[src/hw/rtl/mexp_pkg.sv]
// Shared types and constants for the modular exponentiation unit.
// Holds the operand width and the command/status structs between controller and datapath.
// No dependencies.
package mexp_pkg;

   // operand width used for all arithmetic (8 to 64)
   localparam int Width = 64;
   // width of the ports that carry operands and results
   localparam int FieldWidth = 64;
   localparam int CntWidth = $clog2(Width);

   typedef logic [Width-1:0] word_type;

   // controller to datapath commands
   typedef struct packed {
      logic load;
      logic div_step;
      logic mul_setup;
      logic mul_step;
      logic mul_commit;
   } dp_cmd_type;

   // datapath to controller status
   typedef struct packed {
      logic n_zero;
      logic div_last;
      logic e_zero;
      logic mul_done;
   } dp_stat_type;

endpackage

[src/hw/rtl/modular_exponentiation_unit.sv]
// Modular exponentiation unit: result = base ^ exponent mod modulus, one word at a time.
// Per word: base reduction by restoring division, then per exponent bit up to the highest set
// bit a setup, shift-and-add steps and a commit, then the result strobe (a zero modulus skips
// straight to it). The bit-serial modular multiplier sets the run time; a new word is taken
// once busy drops. Synchronous active-high reset returns the controller to idle and the modulus
// to 1. The result strobe lasts one cycle and cannot be stalled. Depends on mexp_pkg.
module modular_exponentiation_unit
   import mexp_pkg::*;
(
   input  logic                  clock,
   input  logic                  reset,
   input  logic                  start,
   output logic                  busy,
   input  logic [FieldWidth-1:0] req_base,
   input  logic [FieldWidth-1:0] req_exponent,
   output logic                  rsp_valid,
   output logic [FieldWidth-1:0] rsp_result,
   output logic                  rsp_div_error,
   input  logic                  csr_valid,
   output logic                  csr_ready,
   input  logic [FieldWidth-1:0] csr_data
);

   dp_cmd_type  cmd;
   dp_stat_type stat;
   word_type    result;
   logic        div_error;
   logic [FieldWidth-1:0] modulus_ff, modulus_in;

   // modulus register, written only while idle and no word is being taken
   assign csr_ready  = !busy && !start;
   assign modulus_in = (csr_valid && csr_ready) ? csr_data : modulus_ff;

   always_ff @(posedge clock) begin
      if (reset) begin
         modulus_ff <= FieldWidth'(1);
      end else begin
         modulus_ff <= modulus_in;
      end
   end

   mexp_ctrl u_ctrl (
      .clock (clock),
      .reset (reset),
      .start (start),
      .busy  (busy),
      .done  (rsp_valid),
      .stat  (stat),
      .cmd   (cmd)
   );

   mexp_datapath u_datapath (
      .clock     (clock),
      .cmd       (cmd),
      .stat      (stat),
      .modulus   (modulus_ff[Width-1:0]),
      .base      (req_base[Width-1:0]),
      .exponent  (req_exponent[Width-1:0]),
      .result    (result),
      .div_error (div_error)
   );

   assign rsp_result    = FieldWidth'(result);
   assign rsp_div_error = div_error;

   // result strobe is a single-cycle pulse
   a_strobe_pulse: assert property (@(posedge clock) disable iff (reset)
      rsp_valid |=> !rsp_valid)
      else $error("result strobe held longer than one cycle");

   // an accepted word makes the unit busy
   a_accept_busy: assert property (@(posedge clock) disable iff (reset)
      (start && !busy) |=> busy)
      else $error("unit not busy after accepting a word");

   // error results carry a zero value
   a_error_zero: assert property (@(posedge clock) disable iff (reset)
      (rsp_valid && rsp_div_error) |-> (rsp_result == '0))
      else $error("error result with nonzero value");

   // strobe only while a word is in flight
   a_strobe_busy: assert property (@(posedge clock) disable iff (reset)
      rsp_valid |-> busy)
      else $error("result strobe while idle");

endmodule

[src/hw/rtl/mexp_datapath.sv]
// Datapath of the modular exponentiation unit: base reduction by restoring division,
// then paired shift-and-add modular multiply (result times base, base squared).
// Depends on mexp_pkg.
module mexp_datapath
   import mexp_pkg::*;
(
   input  logic        clock,
   input  dp_cmd_type  cmd,
   output dp_stat_type stat,
   input  word_type    modulus,
   input  word_type    base,
   input  word_type    exponent,
   output word_type    result,
   output logic        div_error
);

   // (a + b) mod n for a, b < n
   function automatic word_type add_mod(word_type a, word_type b, word_type n);
      logic [Width:0] s;
      s = {1'b0, a} + {1'b0, b};
      if (s >= {1'b0, n}) begin
         s = s - {1'b0, n};
      end
      return s[Width-1:0];
   endfunction

   word_type dvd_ff, dvd_in;    // dividend shifting out MSB first
   word_type b_ff, b_in;        // remainder during reduce, then base power
   word_type e_ff, e_in;        // exponent, shifted right per bit
   word_type r_ff, r_in;        // running result
   word_type dbl_ff, dbl_in;    // doubled multiplicand
   word_type accr_ff, accr_in;  // result * base accumulator
   word_type accs_ff, accs_in;  // base * base accumulator
   word_type mr_ff, mr_in;      // multiplier bits for result product
   word_type ms_ff, ms_in;      // multiplier bits for square
   logic     first_ff, first_in;
   logic     use_r_ff, use_r_in;
   logic     err_ff, err_in;
   logic [CntWidth-1:0] cnt_ff, cnt_in;

   logic [Width:0] div_t;

   assign div_t = {b_ff, dvd_ff[Width-1]};

   always_comb begin
      dvd_in   = dvd_ff;
      b_in     = b_ff;
      e_in     = e_ff;
      r_in     = r_ff;
      dbl_in   = dbl_ff;
      accr_in  = accr_ff;
      accs_in  = accs_ff;
      mr_in    = mr_ff;
      ms_in    = ms_ff;
      first_in = first_ff;
      use_r_in = use_r_ff;
      err_in   = err_ff;
      cnt_in   = cnt_ff;

      // new word: zero modulus gives error and result 0
      if (cmd.load) begin
         dvd_in   = base;
         b_in     = '0;
         e_in     = exponent;
         r_in     = (modulus == '0) ? word_type'(0) : word_type'(1);
         err_in   = (modulus == '0);
         first_in = 1'b1;
         cnt_in   = CntWidth'(Width - 1);
      end

      // one restoring division step: base mod n
      if (cmd.div_step) begin
         if (div_t >= {1'b0, modulus}) begin
            b_in = word_type'(div_t - {1'b0, modulus});
         end else begin
            b_in = div_t[Width-1:0];
         end
         dvd_in = {dvd_ff[Width-2:0], 1'b0};
         cnt_in = cnt_ff - 1'b1;
      end

      // prepare one exponent bit; the first set bit copies the base power
      if (cmd.mul_setup) begin
         dbl_in   = b_ff;
         accr_in  = '0;
         accs_in  = '0;
         ms_in    = b_ff;
         mr_in    = '0;
         use_r_in = 1'b0;
         if (e_ff[0]) begin
            if (first_ff) begin
               r_in     = b_ff;
               first_in = 1'b0;
            end else begin
               mr_in    = r_ff;
               use_r_in = 1'b1;
            end
         end
      end

      // shift-and-add step shared by both products
      if (cmd.mul_step) begin
         if (mr_ff[0]) begin
            accr_in = add_mod(accr_ff, dbl_ff, modulus);
         end
         if (ms_ff[0]) begin
            accs_in = add_mod(accs_ff, dbl_ff, modulus);
         end
         dbl_in = add_mod(dbl_ff, dbl_ff, modulus);
         mr_in  = mr_ff >> 1;
         ms_in  = ms_ff >> 1;
      end

      // take products, move to next exponent bit
      if (cmd.mul_commit) begin
         if (use_r_ff) begin
            r_in = accr_ff;
         end
         b_in = accs_ff;
         e_in = e_ff >> 1;
      end
   end

   always_ff @(posedge clock) begin
      dvd_ff   <= dvd_in;
      b_ff     <= b_in;
      e_ff     <= e_in;
      r_ff     <= r_in;
      dbl_ff   <= dbl_in;
      accr_ff  <= accr_in;
      accs_ff  <= accs_in;
      mr_ff    <= mr_in;
      ms_ff    <= ms_in;
      first_ff <= first_in;
      use_r_ff <= use_r_in;
      err_ff   <= err_in;
      cnt_ff   <= cnt_in;
   end

   assign stat.n_zero   = (modulus == '0);
   assign stat.div_last = (cnt_ff == '0);
   assign stat.e_zero   = (e_ff == '0);
   assign stat.mul_done = (mr_ff == '0) && (ms_ff == '0);

   assign result    = r_ff;
   assign div_error = err_ff;

endmodule

[src/hw/rtl/mexp_ctrl.sv]
// Controller state machine of the modular exponentiation unit.
// Sequences load, base reduction, per-bit multiply and result strobe.
// Depends on mexp_pkg.
module mexp_ctrl
   import mexp_pkg::*;
(
   input  logic        clock,
   input  logic        reset,
   input  logic        start,
   output logic        busy,
   output logic        done,
   input  dp_stat_type stat,
   output dp_cmd_type  cmd
);

   typedef enum logic [4:0] {
      ST_IDLE   = 5'b00001,
      ST_REDUCE = 5'b00010,
      ST_SETUP  = 5'b00100,
      ST_MULT   = 5'b01000,
      ST_DONE   = 5'b10000
   } state_type;

   state_type state_ff, state_in;

   // next state and commands
   always_comb begin
      state_in = state_ff;
      cmd      = '0;
      case (state_ff)
         ST_IDLE: begin
            if (start) begin
               cmd.load = 1'b1;
               state_in = stat.n_zero ? ST_DONE : ST_REDUCE;
            end
         end
         ST_REDUCE: begin
            cmd.div_step = 1'b1;
            if (stat.div_last) begin
               state_in = ST_SETUP;
            end
         end
         ST_SETUP: begin
            if (stat.e_zero) begin
               state_in = ST_DONE;
            end else begin
               cmd.mul_setup = 1'b1;
               state_in      = ST_MULT;
            end
         end
         ST_MULT: begin
            if (stat.mul_done) begin
               cmd.mul_commit = 1'b1;
               state_in       = ST_SETUP;
            end else begin
               cmd.mul_step = 1'b1;
            end
         end
         ST_DONE: begin
            state_in = ST_IDLE;
         end
         default: begin
            state_in = ST_IDLE;
         end
      endcase
   end

   always_ff @(posedge clock) begin
      if (reset) begin
         state_ff <= ST_IDLE;
      end else begin
         state_ff <= state_in;
      end
   end

   assign busy = (state_ff != ST_IDLE);
   assign done = (state_ff == ST_DONE);

endmodule
[config.mk]
export PLATFORM = sky130hd
export DESIGN_NAME = modular_exponentiation_unit
export DESIGN_NICKNAME = d
export VERILOG_FILES = /design/src/hw/rtl/mexp_pkg.sv /design/src/hw/rtl/modular_exponentiation_unit.sv /design/src/hw/rtl/mexp_datapath.sv /design/src/hw/rtl/mexp_ctrl.sv
export SDC_FILE = /design/constraint.sdc
export NUM_CORES = 2
export LEC_CHECK = 0
export ABC_CLOCK_PERIOD_IN_PS = 10900
export BUFFER_PORTS_ARGS = -buffer_cell sky130_fd_sc_hd__clkbuf_2
export CAP_MARGIN = 40
export CELL_PAD_IN_SITES_DETAIL_PLACEMENT = 2
export CELL_PAD_IN_SITES_GLOBAL_PLACEMENT = 2
export CORE_MARGIN = 3
export CORE_UTILIZATION = 37
export CTS_BUF_LIST = sky130_fd_sc_hd__clkbuf_8
export DETAILED_ROUTE_END_ITERATION = 7
export PLACE_DENSITY = 0.87
export SYNTH_ARGS = -nofsm -noshare
export SYNTH_HDL_FRONTEND = slang
export SYNTH_SLANG_ARGS = --single-unit
[constraint.sdc]
create_clock -name clock -period 10.9 [get_ports clock]
set_clock_uncertainty 0.15 [all_clocks]
set_input_delay 1.09 -clock clock [delete_from_list [all_inputs] [get_ports clock]]
set_output_delay 1.09 -clock clock [all_outputs]
set_load 0.03 [all_outputs]
==> results.json <==
{
  "yosysSeqAreaShare_pct": 33.2,
  "finish.net_count": 6969,
  "setup.reg_to_reg.worst_slack_ps": 3120,
  "crit_required_ps": 11460,
  "maxSlewHeadroom_pct": 37.5,
  "max-cap-violations": 0,
  "synth_cell_types": 95,
  "finalCritPeriodShare_pct": 71.4,
  "dpl.hpwl_um": 188000,
  "gp_congestion": 0.954,
  "total_routing_resource_utilization_after_global_routing_pct": 32.5,
  "die_area_sq_um": 143000,
  "vertical_extent_of_the_die_um": 378,
  "report.final.slew_viol_count": 0,
  "start_util_pct": 37.5,
  "dr_wl_met3_um": 16500,
  "leakage_uw": 0.0230,
  "first_global_vias": 53900,
  "syn_area_sq_um": 51100,
  "iteration_0_drc_markers": 4553,
  "critPathCaptureType": "flip-flop",
  "io_pins": 264,
  "post-place-cells": 8038,
  "routed-wl-met2_um": 104000,
  "area_growth_pct": 10.8,
  "fp.dieW_um": 378,
  "cts_max_path_buffers": 3,
  "routed_wirelength_normalized_by_instance_count_um": 28.9,
  "tritoncts_num_sinks": 654,
  "grt_pass1_wl_um": 353000,
  "synth_largest_area_cell": "edfxtp_1",
  "core.rowCount": 135,
  "finalHoldWorstSlack_ps": 291,
  "hold_path.class": "input port to flip-flop",
  "yosys-top-cells-area": "edfxtp_1, dfxtp_1, ha_1",
  "post_route_cells_drive_above_1_share_pct": 10.1,
  "syn-mean-instance-area_sq_um": 8.14,
  "routed.top_layer": "met5",
  "globalRoute.totalOverflow": 0,
  "outcome": "completed",
  "achievable-frequency_ghz": 0.128,
  "worst_setup_hold_path_clk_slew_ps": 70,
  "setup_viol_count_final": 0,
  "synth.yosys.warnings": 0,
  "cts_max_level": 3,
  "crit_arrival_ps": 8340,
  "post-synth-top-count-cell": "nand2_1",
  "core_area_sq_um": 136000,
  "tightestPinTransition_ps": 930,
  "antenna_violating_nets_post_route": 0,
  "pre_cts_ws_ps": 3300,
  "layoutNonFillerInstCount": 8277,
  "count_of_mapped_cells_out_of_synthesis": 6277,
  "yosys_register_bits": 654,
  "post-route-drc-count": 0,
  "vdd_drop_max_mv": 0.0991,
  "post-cts-setup-buffers": 0,
  "wirelength_met1_um": 110000,
  "cts_resized": 0,
  "synth_edf_count": 388,
  "fin_crit_ps": 7780,
  "cellPowerDensity_nw_per_um2": 128,
  "postSynthNetCount": 6865,
  "ys_async_sr_fraction_pct": 0,
  "critPathKind": "flip-flop to flip-flop",
  "final_util_pct": 41.5,
  "fin_tns_setup_ps": 0,
  "route.detailed.vias_per_inst": 6.23,
  "multiInputGateArea_sq_um": 32000,
  "num_vias": 51600,
  "holdBufCountCts": 0,
  "cp-start-kind": "flip-flop",
  "synth_largest_type_area_fraction_pct": 22.8,
  "synth.top_cells.by_count": "nand2_1, a21oi_1, o21ai_0",
  "n_fill_cell": 15400,
  "pin_count_of_the_biggest_net_entering_global_routing": 88,
  "dr.pass1.iters": 5,
  "critical_path.max_fanout": 46,
  "finalWorstSetupSlack_ps": 3120,
  "cts_root_buffer": "clkbuf_8",
  "clk-insertion-delay-late_ps": 890,
  "cts_made_buffers": 121,
  "dominantRegCellSynth": "edfxtp_1",
  "timing_hold_violations_final": 0,
  "drt-total-wl_um": 239000,
  "port_buffers": 263,
  "sequential_cell_area_sq_um": 17000,
  "grt_setup_unrepaired": "false",
  "cts_tree": "built",
  "initial_antenna_violation_count": 9
}
[path summary, 6_finish.rpt]
| path | startpoint | end | cells past startpoint |
|---|---|---|---|
| max | u_datapath.dbl_ff[0]$_DFFE_PP_ | u_datapath.accr_ff[1]$_DFF_P_ | 23 |
| min | csr_data[48] | modulus_ff[48]$_SDFFE_PP0P_ | 3 |
| max reg2reg | u_datapath.dbl_ff[0]$_DFFE_PP_ | u_datapath.accr_ff[1]$_DFF_P_ | 23 |
| min reg2reg | modulus_ff[15]$_SDFFE_PP0P_ | modulus_ff[15]$_SDFFE_PP0P_ | 2 |
[cell type report]
type                            count  area share (%)
Tap cell                         1781            3.94
Timing Repair Buffer              342            3.57
Antenna cell                       10          0.0442
Multi-Input combinational cell   5070            56.6
Inverter                          192            1.27
Sequential cell                   654            30.0
Clock buffer                      139            3.38
Clock inverter                     89            1.15
[logic make-up (layout without fill, tap and decap cells)]
| family | after synthesis | count (layout) | synth area share, % |
|---|---|---|---|
| adders and majority gates | 392 | 392 | 9.69 |
| xor gates and xnor gates | 350 | 350 | 6.00 |
| buffers and inverters | 553 | 762 | 4.27 |
| and+or+nand+nor | 2278 | 2278 | 20.3 |
| muxes | 168 | 168 | 3.45 |
| other | 0 | 10 | 0 |
| DFF | 654 | 654 | 33.2 |
| AOI/OAI and AO/OA | 1882 | 1882 | 23.1 |
[through the flow]
step	power [uW]	instance area, sq um
floorplan	4000	51100
global placement	4500	53700
detailed placement	4600	54000
CTS	7250	56500
global route	7530	56600
finish	7250	56600
[report_power, final]
group | switching, uW | internal [uW]
sequential | 128 | 2770
clock | 1230 | 1380
combinational | 1140 | 594
[worst max-delay path, stage by stage (launching register included)]
cell       delay [ps]
edfxtp_1          570
ha_1              310
fa_1              270
a211o_1           150
o211ai_1          150
a211oi_1          550
o21ai_0           240
buf_2             230
a2111oi_0         690
nor2_1            140
o21ai_0           380
a21boi_0          190
xnor2_1           190
ha_1              460
nand4_1           180
or4_1             530
nor3_1            270
a2111oi_0         170
o211ai_1          150
a31o_2            170
a31o_4            540
buf_4             540
mux2i_1           250
o21ai_0           100
[per-layer routing]
layer,up-vias,GRT usage (%)
met4,6,11.2
met3,363,4.69
met2,1764,50.1
met5,-,0
li1,23300,-
met1,26200,46.3
[cell usage in the layout (no fill, tap or decap), types with 76 or more instances in the layout]
| cell | instances |
|---|---|
| o21ai_0 | 440 |
| xnor2_1 | 205 |
| o21ai_1 | 77 |
| a22o_1 | 76 |
| clkbuf_2 | 263 |
| nand3_1 | 348 |
| nor4_1 | 86 |
| nand4_1 | 124 |
| a21oi_1 | 542 |
| nor2_1 | 359 |
| nand2_1 | 1027 |
| mux2i_1 | 103 |
| ha_1 | 386 |
| dfxtp_1 | 266 |
| clkbuf_8 | 139 |
| inv_1 | 218 |
| xor2_1 | 145 |
| edfxtp_1 | 388 |
| a21o_1 | 160 |
| a31oi_1 | 102 |
[flip-flops by register name (all words and copies together), names as in the netlist]
name                  flops
u_datapath.dbl_ff        64
modulus_ff               64
u_datapath.cnt_ff         6
u_datapath.e_ff          64
u_datapath.use_r_ff       1
u_ctrl.state_ff           5
u_datapath.accr_ff       64
u_datapath.dvd_ff        64
u_datapath.first_ff       1
u_datapath.result        64
u_datapath.b_ff          64
u_datapath.accs_ff       64
u_datapath.mr_ff         64
u_datapath.div_error      1
u_datapath.ms_ff         64
Power figures use the tool's default switching activity.
